===== src/rtl/scpa_pkg.sv =====
package scpa_pkg;

  // Fixed field widths of the ports.
  localparam int KIND_W   = 1;
  localparam int REQ_W    = 16;
  localparam int CLASS_W  = 4;
  localparam int ID_W     = 5;
  localparam int SIZE_W   = 14;
  localparam int CNT_FLD_W = 5;
  localparam int CFG_W    = 45;

  // Highest number of size classes the block size table supports.
  localparam int MAX_CLASSES = 9;

  typedef enum logic [KIND_W-1:0] {
    OP_ALLOC = 1'b0,
    OP_FREE  = 1'b1
  } op_t;

  typedef enum logic [1:0] {
    ST_OK    = 2'd0,
    ST_NOMEM = 2'd1,
    ST_INVAL = 2'd2,
    ST_RANGE = 2'd3
  } status_t;

  typedef enum logic {
    BK_IDLE,
    BK_READ
  } bk_state_t;

  // One classified request as it waits between the front and the back.
  // For an allocate, cls is the smallest class whose block covers the request.
  typedef struct packed {
    op_t                  op;
    status_t              pre;
    logic [CLASS_W-1:0]   cls;
    logic [ID_W-1:0]      eid;
  } entry_t;

  localparam logic [SIZE_W-1:0] BLOCK_BYTES [MAX_CLASSES] = '{
    14'd16, 14'd32, 14'd64, 14'd128, 14'd512,
    14'd1024, 14'd2048, 14'd4096, 14'd8192
  };

endpackage


===== src/rtl/scpa_front.sv =====
module scpa_front #(
  parameter int NUM_CLASSES = 9,
  parameter int CW = 5
) (
  input  logic [scpa_pkg::KIND_W-1:0]  kind,
  input  logic [scpa_pkg::REQ_W-1:0]   request_size,
  input  logic [scpa_pkg::CLASS_W-1:0] class_id,
  input  logic [scpa_pkg::ID_W-1:0]    entry_id,
  input  logic [CW-1:0]                limit [NUM_CLASSES],
  output scpa_pkg::entry_t             entry
);

  localparam int CLW = (NUM_CLASSES > 1) ? $clog2(NUM_CLASSES) : 1;

  logic                fit;
  logic [CLW-1:0]      fit_cls;
  logic [CLW-1:0]      free_idx;
  logic                cls_ok;

  // Smallest class whose block covers the request.
  always_comb begin
    fit     = 1'b0;
    fit_cls = '0;
    for (int c = 0; c < NUM_CLASSES; c++) begin
      if (!fit && (request_size <= scpa_pkg::REQ_W'(scpa_pkg::BLOCK_BYTES[c]))) begin
        fit     = 1'b1;
        fit_cls = CLW'(c);
      end
    end
  end

  assign cls_ok   = class_id < scpa_pkg::CLASS_W'(NUM_CLASSES);
  assign free_idx = class_id[CLW-1:0];

  always_comb begin
    entry.eid = entry_id;
    if (kind == scpa_pkg::OP_ALLOC) begin
      entry.op  = scpa_pkg::OP_ALLOC;
      entry.cls = scpa_pkg::CLASS_W'(fit_cls);
      entry.pre = fit ? scpa_pkg::ST_OK : scpa_pkg::ST_NOMEM;
    end else begin
      entry.op  = scpa_pkg::OP_FREE;
      entry.cls = class_id;
      if (!cls_ok) begin
        entry.pre = scpa_pkg::ST_INVAL;
      end else if (entry_id == '0 ||
                   entry_id > scpa_pkg::ID_W'(limit[free_idx])) begin
        entry.pre = scpa_pkg::ST_RANGE;
      end else begin
        entry.pre = scpa_pkg::ST_OK;
      end
    end
  end

endmodule


===== src/rtl/scpa_queue.sv =====
module scpa_queue (
  input  logic             clk,
  input  logic             rst,
  input  logic             push,
  input  scpa_pkg::entry_t push_entry,
  output logic             full,
  input  logic             pop,
  output scpa_pkg::entry_t head,
  output logic             empty
);

  // Two-slot queue.
  scpa_pkg::entry_t slot [2];
  logic             wr_ptr;
  logic             rd_ptr;
  logic [1:0]       fill;

  assign full  = fill == 2'd2;
  assign empty = fill == 2'd0;
  assign head  = slot[rd_ptr];

  always_ff @(posedge clk) begin
    if (rst) begin
      wr_ptr <= 1'b0;
      rd_ptr <= 1'b0;
      fill   <= 2'd0;
    end else begin
      if (push) begin
        wr_ptr <= ~wr_ptr;
      end
      if (pop) begin
        rd_ptr <= ~rd_ptr;
      end
      unique case ({push, pop})
        2'b10:   fill <= fill + 2'd1;
        2'b01:   fill <= fill - 2'd1;
        default: fill <= fill;
      endcase
    end
  end

  always_ff @(posedge clk) begin
    if (push) begin
      slot[wr_ptr] <= push_entry;
    end
  end

endmodule


===== src/rtl/scpa_back.sv =====
module scpa_back #(
  parameter int NUM_CLASSES = 9,
  parameter int ENTRIES_PER_CLASS = 16,
  parameter int CW = 5
) (
  input  logic                         clk,
  input  logic                         rst,
  input  logic                         rebuild,
  input  logic [CW-1:0]                new_limit [NUM_CLASSES],
  input  logic [CW-1:0]                limit [NUM_CLASSES],
  input  logic                         q_empty,
  input  scpa_pkg::entry_t             q_head,
  output logic                         q_pop,
  output logic                         done,
  output logic [1:0]                   status,
  output logic [scpa_pkg::CLASS_W-1:0] granted_class,
  output logic [scpa_pkg::ID_W-1:0]    granted_id,
  output logic [scpa_pkg::SIZE_W-1:0]  granted_size
);

  localparam int CLW   = (NUM_CLASSES > 1) ? $clog2(NUM_CLASSES) : 1;
  localparam int PW    = (ENTRIES_PER_CLASS > 1) ? $clog2(ENTRIES_PER_CLASS) : 1;
  localparam int DEPTH = NUM_CLASSES * ENTRIES_PER_CLASS;
  localparam int AW    = (DEPTH > 1) ? $clog2(DEPTH) : 1;

  scpa_pkg::bk_state_t state, state_next;

  logic [CW-1:0]           counts [NUM_CLASSES];
  logic [scpa_pkg::ID_W-1:0] mem [DEPTH];
  logic                    valid [DEPTH];

  logic [scpa_pkg::ID_W-1:0] rd_data;
  logic                    rd_valid;
  logic [scpa_pkg::ID_W-1:0] rd_fallback;
  logic [CLW-1:0]          hold_cls, hold_cls_next;

  logic                    hit;
  logic [CLW-1:0]          sel;
  logic [CLW-1:0]          head_idx;
  logic [CLW-1:0]          upd_cls;
  logic                    cnt_dec;
  logic                    cnt_inc;
  logic                    we;
  logic                    re;
  logic [PW-1:0]           pos;
  logic [AW-1:0]           addr;
  logic [scpa_pkg::ID_W-1:0] fallback;

  logic                    done_next;
  scpa_pkg::status_t       status_next;
  logic [scpa_pkg::CLASS_W-1:0] gclass_next;
  logic [scpa_pkg::ID_W-1:0]    gid_next;
  logic [scpa_pkg::SIZE_W-1:0]  gsize_next;

  assign head_idx = q_head.cls[CLW-1:0];

  // First class at or above the fitting class that still has a free entry.
  always_comb begin
    hit = 1'b0;
    sel = '0;
    for (int c = 0; c < NUM_CLASSES; c++) begin
      if (!hit && (CLW'(c) >= head_idx) && (counts[c] != '0)) begin
        hit = 1'b1;
        sel = CLW'(c);
      end
    end
  end

  always_comb begin
    state_next    = state;
    hold_cls_next = hold_cls;
    q_pop         = 1'b0;
    cnt_dec       = 1'b0;
    cnt_inc       = 1'b0;
    we            = 1'b0;
    re            = 1'b0;
    upd_cls       = head_idx;
    pos           = '0;
    done_next     = 1'b0;
    status_next   = scpa_pkg::ST_OK;
    gclass_next   = '0;
    gid_next      = '0;
    gsize_next    = '0;
    unique case (state)
      scpa_pkg::BK_IDLE: begin
        if (!q_empty) begin
          q_pop     = 1'b1;
          done_next = 1'b1;
          if (q_head.pre != scpa_pkg::ST_OK) begin
            status_next = q_head.pre;
          end else if (q_head.op == scpa_pkg::OP_ALLOC) begin
            if (hit) begin
              done_next     = 1'b0;
              upd_cls       = sel;
              cnt_dec       = 1'b1;
              re            = 1'b1;
              pos           = PW'(counts[sel] - CW'(1));
              hold_cls_next = sel;
              state_next    = scpa_pkg::BK_READ;
            end else begin
              status_next = scpa_pkg::ST_NOMEM;
            end
          end else begin
            // A push onto a stack that already holds its full count is dropped.
            if (counts[head_idx] < limit[head_idx]) begin
              cnt_inc = 1'b1;
              we      = 1'b1;
              pos     = PW'(counts[head_idx]);
            end
          end
        end
      end
      scpa_pkg::BK_READ: begin
        done_next   = 1'b1;
        gclass_next = scpa_pkg::CLASS_W'(hold_cls);
        gid_next    = rd_valid ? rd_data : rd_fallback;
        gsize_next  = scpa_pkg::BLOCK_BYTES[scpa_pkg::CLASS_W'(hold_cls)];
        state_next  = scpa_pkg::BK_IDLE;
      end
      default: state_next = scpa_pkg::BK_IDLE;
    endcase
  end

  assign addr     = AW'(upd_cls) * AW'(ENTRIES_PER_CLASS) + AW'(pos);
  // An entry not written since the last rebuild holds id count minus position.
  assign fallback = scpa_pkg::ID_W'(limit[upd_cls] - CW'(pos));

  always_ff @(posedge clk) begin
    if (rst) begin
      state <= scpa_pkg::BK_IDLE;
      done  <= 1'b0;
    end else begin
      state <= state_next;
      done  <= done_next;
    end
  end

  always_ff @(posedge clk) begin
    hold_cls      <= hold_cls_next;
    status        <= status_next;
    granted_class <= gclass_next;
    granted_id    <= gid_next;
    granted_size  <= gsize_next;
  end

  always_ff @(posedge clk) begin
    if (rst) begin
      for (int c = 0; c < NUM_CLASSES; c++) begin
        counts[c] <= '0;
      end
    end else if (rebuild) begin
      for (int c = 0; c < NUM_CLASSES; c++) begin
        counts[c] <= new_limit[c];
      end
    end else if (cnt_dec) begin
      counts[upd_cls] <= counts[upd_cls] - CW'(1);
    end else if (cnt_inc) begin
      counts[upd_cls] <= counts[upd_cls] + CW'(1);
    end
  end

  always_ff @(posedge clk) begin
    if (rst || rebuild) begin
      for (int i = 0; i < DEPTH; i++) begin
        valid[i] <= 1'b0;
      end
    end else if (we) begin
      valid[addr] <= 1'b1;
    end
  end

  always_ff @(posedge clk) begin
    if (we) begin
      mem[addr] <= q_head.eid;
    end
    if (re) begin
      rd_data     <= mem[addr];
      rd_valid    <= valid[addr];
      rd_fallback <= fallback;
    end
  end

endmodule


===== src/rtl/size_class_pool_allocator_core.sv =====
// Channel   Handshake           Beat fields
// -------   -----------------   ---------------------------------------------
// request   start & !busy       kind, request_size, class_id, entry_id
// result    done (one cycle)    status, granted_class, granted_id, granted_size
// config    cfg_we              cfg_wdata (packed per-class entry counts)
//
// A request beat is classified as it is taken and waits in a two-slot queue.
// The back end pops one beat per idle cycle. A free or an error result shows on
// the result ports the cycle after the pop; an allocate that hits goes on to the
// BK_READ state for the registered stack read, and the back end pops no beat there.
// busy is high while the queue is full. Reset is synchronous and empties every
// stack; a config write rebuilds all stacks at its own edge. No receiver stall.
module size_class_pool_allocator_core #(
  parameter int NUM_CLASSES = 9,
  parameter int ENTRIES_PER_CLASS = 16
) (
  input  logic                          clk,
  input  logic                          rst,
  input  logic                          start,
  output logic                          busy,
  input  logic [scpa_pkg::KIND_W-1:0]   kind,
  input  logic [scpa_pkg::REQ_W-1:0]    request_size,
  input  logic [scpa_pkg::CLASS_W-1:0]  class_id,
  input  logic [scpa_pkg::ID_W-1:0]     entry_id,
  input  logic                          cfg_we,
  input  logic [scpa_pkg::CFG_W-1:0]    cfg_wdata,
  output logic                          done,
  output logic [1:0]                    status,
  output logic [scpa_pkg::CLASS_W-1:0]  granted_class,
  output logic [scpa_pkg::ID_W-1:0]     granted_id,
  output logic [scpa_pkg::SIZE_W-1:0]   granted_size
);

  // Count width wide enough to hold a full stack.
  localparam int CW = $clog2(ENTRIES_PER_CLASS + 1);

  logic [scpa_pkg::CFG_W-1:0] class_counts;
  logic [CW-1:0]              limit     [NUM_CLASSES];
  logic [CW-1:0]              new_limit [NUM_CLASSES];

  scpa_pkg::entry_t front_entry;
  scpa_pkg::entry_t q_head;
  logic             q_full;
  logic             q_empty;
  logic             q_pop;
  logic             accept;

  always_ff @(posedge clk) begin
    if (rst) begin
      class_counts <= '0;
    end else if (cfg_we) begin
      class_counts <= cfg_wdata;
    end
  end

  // Per-class limits, clamped to the stack depth. new_limit follows the
  // data being written so the rebuild happens on the write edge itself.
  always_comb begin
    for (int c = 0; c < NUM_CLASSES; c++) begin
      if (class_counts[c*scpa_pkg::CNT_FLD_W +: scpa_pkg::CNT_FLD_W] >
          scpa_pkg::CNT_FLD_W'(ENTRIES_PER_CLASS)) begin
        limit[c] = CW'(ENTRIES_PER_CLASS);
      end else begin
        limit[c] = CW'(class_counts[c*scpa_pkg::CNT_FLD_W +: scpa_pkg::CNT_FLD_W]);
      end
      if (cfg_wdata[c*scpa_pkg::CNT_FLD_W +: scpa_pkg::CNT_FLD_W] >
          scpa_pkg::CNT_FLD_W'(ENTRIES_PER_CLASS)) begin
        new_limit[c] = CW'(ENTRIES_PER_CLASS);
      end else begin
        new_limit[c] = CW'(cfg_wdata[c*scpa_pkg::CNT_FLD_W +: scpa_pkg::CNT_FLD_W]);
      end
    end
  end

  assign busy   = q_full;
  assign accept = start && !busy;

  scpa_front #(
    .NUM_CLASSES (NUM_CLASSES),
    .CW          (CW)
  ) u_front (
    .kind         (kind),
    .request_size (request_size),
    .class_id     (class_id),
    .entry_id     (entry_id),
    .limit        (limit),
    .entry        (front_entry)
  );

  scpa_queue u_queue (
    .clk        (clk),
    .rst        (rst),
    .push       (accept),
    .push_entry (front_entry),
    .full       (q_full),
    .pop        (q_pop),
    .head       (q_head),
    .empty      (q_empty)
  );

  scpa_back #(
    .NUM_CLASSES       (NUM_CLASSES),
    .ENTRIES_PER_CLASS (ENTRIES_PER_CLASS),
    .CW                (CW)
  ) u_back (
    .clk           (clk),
    .rst           (rst),
    .rebuild       (cfg_we),
    .new_limit     (new_limit),
    .limit         (limit),
    .q_empty       (q_empty),
    .q_head        (q_head),
    .q_pop         (q_pop),
    .done          (done),
    .status        (status),
    .granted_class (granted_class),
    .granted_id    (granted_id),
    .granted_size  (granted_size)
  );

endmodule


===== config.mk =====
export PLATFORM = sky130hd
export DESIGN_NAME = size_class_pool_allocator_core
export DESIGN_NICKNAME = d
export VERILOG_FILES = /design/src/rtl/scpa_pkg.sv /design/src/rtl/scpa_front.sv /design/src/rtl/scpa_queue.sv /design/src/rtl/scpa_back.sv /design/src/rtl/size_class_pool_allocator_core.sv
export SDC_FILE = /design/constraint.sdc
export NUM_CORES = 2
export LEC_CHECK = 0
export BUFFER_PORTS_ARGS = -buffer_cell sky130_fd_sc_hd__buf_2
export CORE_ASPECT_RATIO = 0.6
export CORE_MARGIN = 3
export CORE_UTILIZATION = 45
export CTS_CLUSTER_DIAMETER = 40
export DETAILED_ROUTE_END_ITERATION = 8
export PLACE_DENSITY_LB_ADDON = 0.1
export SLEW_MARGIN = 0
export SYNTH_ARGS = -nofsm -noshare
export SYNTH_HDL_FRONTEND = slang
export SYNTH_SLANG_ARGS = --single-unit

===== constraint.sdc =====
create_clock -name clk -period 7.7 [get_ports clk]
set_input_delay 1.54 -clock clk [delete_from_list [all_inputs] [get_ports clk]]
set_output_delay 1.54 -clock clk [all_outputs]
set_load 0.01 [all_outputs]

==> results.md <==
* Status: finished, violations left
* Violated checks: capacitance limit
* First-pass iteration count of the detailed router at 7
* Crit path max fanout at 16
* H-tree Lvls at 4
* First-pass GRT wire length at 264 mm
* Final Hold Slack at 0.427 ns
* Core area at 0.110 mm^2
* Final Hold Vio Count at 0
* Fill count at 9,576
* Yosys reg bits at 1,167
* CP required at 8.09 ns
* Vias in the first global route at 33,528
* Synth top area share at 50.3%
* Die footprint at 0.116 mm^2
* Clock transition at path regs at 0.06 ns
* Clk buf depth at 3
* FF/Latch Area at 0.0318 mm^2
* Post-synth ARST share at 0%
* Rel. slew slack at 1.93%
* Unrepaired setup endpoints after global routing: false
* Nature of the critical path endpoint: flip-flop
* Hold Path Class: flip-flop to flip-flop
* Slew at the pin closest to its max-slew limit at 1.43 ns
* Clk root buf: clkbuf_16
* Overall power at 23.1 mW
* Pins over their slew limit at 0
* Die X at 437 um
* Avg Synthesized Cell Area at 12.5 um^2
* P_leak at 20.6 nW
* Port-buffer cells at 96
* Clock Skew at 0.0264 ns
* Final worst path period need at 7.60 ns
* Top Ports at 102
* Nets@finish at 4,247
* TritonCTS buffer count at 132
* Dominant synthesized flop cell: edfxtp_1
* DR vias at 36,870
* Gr usage total at 32.0%
* Max cap viols at 1
* Overflow after GRT at 0
* WP data arrival at 7.99 ns
* Final period util at 98.7%
* Share of layout cells above drive strength 1 at 14.2%
* Synthesized area at 0.0501 mm^2
* Yosys cell types at 104
* FMAX at 132 MHz
* Starting Density at 45.5%
* Crit path launch type: flip-flop
* Multi-input logic area at 0.0170 mm^2
* Routed WL at 188 mm
* Most frequent cell after synthesis: edfxtp_1
* Final setup TNS at 0 ns
* CTS tree: built
* Synth top cells by count: 839 x edfxtp_1, 427 x nand2_1, 386 x nor2_1
* Synth area leader: edfxtp_1
* Syn-to-layout area delta at 14.2%
* Antenna violations before repair at 5
* Clock Sinks at 1,167
* Dpl hpwl at 129 mm
* Routability cong. at 1.07
* Sequential share of the synthesized area at 63.4%
* Die Span Y at 264 um
* Pwr dens at 404 mW/mm^2
* DR WL/cell at 32.7 um
* Fin util at 52.0%
* Largest net degree at the start of global routing at 136
* Mapped Cells at 4,018
* EDFF count, synth at 839
* Main area contributors after synthesis: edfxtp_1 50%, dfxtp_1 13%, mux2i_1 4.9%
* Peak supply drop at 365 uV
* Vias per inst at 6.41
* Final setup violating endpoints at 0
* # DRC at 0
* Row count at 94
* Postcts setup bufs at 0
* Crit path kind: flip-flop to flip-flop
* Ys Warns at 0
* ANT nets after route at 0
* DR iter-0 viols at 5,452
* Clk_lat worst skew at 0.76 ns
==> worst paths after layout <==
path	cells after the start	endpoint	start	slack, ns
setup / recovery	20	u_back.mem[36][3]$_DFFE_PP_	flip-flop	0.1
hold / removal	1	u_back.valid[201]$_DFF_P_	u_back.valid[201]$_DFF_P_	0.43
setup reg to reg	20	u_back.mem[36][3]$_DFFE_PP_	flip-flop	0.1
hold reg to reg	1	u_back.valid[201]$_DFF_P_	u_back.valid[201]$_DFF_P_	0.43
==> registers in the layout, summed over array words and instances, names as in the netlist, 5 cells and up, named ones only <==
| name | count |
|---|---|
| u_back.valid | 256 |
| u_back.counts | 80 |
| u_back.granted_size | 9 |
| class_counts | 45 |
| u_back.granted_id | 5 |
| u_back.mem | 720 |
| u_back.rd_data | 5 |
| u_back.rd_fallback | 5 |
| u_queue.slot | 24 |
==> critical path, cell delays in order (launching register included) <==
cell and delay, ns:
dfxtp_2 0.56, nand2b_1 0.24, nor2_1 0.06, a21oi_1 0.94, o32ai_1 0.29, a2111oi_1 0.86
a31oi_1 0.19, ha_1 0.37, a21o_1 0.16, a211o_1 0.32, o21bai_1 0.24, nor3_1 0.17
buf_4 0.19, and2_1 0.15, a21o_2 0.41, inv_2 0.32, nor2_1 0.28, buf_4 0.19
nand2_1 0.44, buf_4 0.36, nor2_1 0.46
==> power by group <==
part / switching, mW / leakage (nW) / internal, mW
logic: 6.57 / 8.13 / 2.75
clock network: 2.66 / 2.15 / 3.77
registers: 0.0982 / 10.3 / 7.28
total: 9.34 / 20.6 / 13.8
==> metrics by stage <==
stage          instances  cell area [um^2]  setup WS [ns]
2_1_floorplan       4022             50100           1.87
3_3_place_gp        5506             52800          0.454
3_5_place_dp        5506             52800          0.490
4_1_cts             5746             57200          0.451
5_1_grt             5747             57200         0.0803
6_report            5750             57200         0.0978
==> placed cells by master, fill, tap and decap left out, types with 16 or more instances in the layout <==
| master | count |
|---|---|
| a211oi_1 | 30 |
| a21o_1 | 126 |
| a21oi_1 | 79 |
| a221oi_1 | 37 |
| a22o_1 | 22 |
| a22oi_1 | 119 |
| a2bb2oi_1 | 24 |
| a31oi_1 | 71 |
| buf_12 | 16 |
| buf_2 | 96 |
| buf_4 | 160 |
| clkbuf_1 | 32 |
| clkbuf_16 | 139 |
| clkbuf_8 | 16 |
| dfxtp_1 | 327 |
| edfxtp_1 | 839 |
| ha_1 | 18 |
| inv_1 | 33 |
| mux2i_1 | 244 |
| mux4_2 | 47 |
| nand2_1 | 426 |
| nand2b_1 | 31 |
| nand3_1 | 28 |
| nor2_1 | 384 |
| nor2b_1 | 30 |
| nor3_1 | 34 |
| o21a_1 | 151 |
| o21ai_0 | 172 |
| o21ai_1 | 16 |
| o221ai_1 | 38 |
| o22ai_1 | 113 |
| o2bb2ai_1 | 52 |
==> layout make-up <==
type                            instances  share of cell area (%)
Antenna cell                            4                  0.0175
Sequential cell                      1167                    55.5
Inverter                               36                   0.236
Timing Repair Buffer                  272                    3.50
Clock buffer                          188                    6.69
Clock inverter                         52                    1.04
Tap cell                             1488                    3.25
Multi-Input combinational cell       2543                    29.8
==> metal layers <==
layer | vias up | share of wire, % | global-route usage (%)
met3 | 226 | 15 | 14.7
met1 | 18620 | 47 | 52.2
met2 | 2393 | 35 | 36.7
met4 | 8 | 2.1 | 7.57
met5 | - | 0.15 | 0.524
li1 | 15623 | - | -
==> kinds of logic after synthesis <==
group | after synthesis | share of synthesized area [%]
muxes | 307 | 7.40
other | 1 | 0.00748
adders and majority gates | 20 | 0.529
AOI/OAI and AO/OA | 1175 | 16.8
xor gates and xnor gates | 12 | 0.240
buffers and inverters | 312 | 2.92
DFF | 1167 | 63.4
and+or+nand+nor | 1024 | 8.71
==> repair_timing <==
item | in CTS | in global routing
gates resized for setup | 0 | 1
endpoints found under the setup margin | 0 | 127
hold buffers | 0 | 0
(Power assumes the default switching activity.)
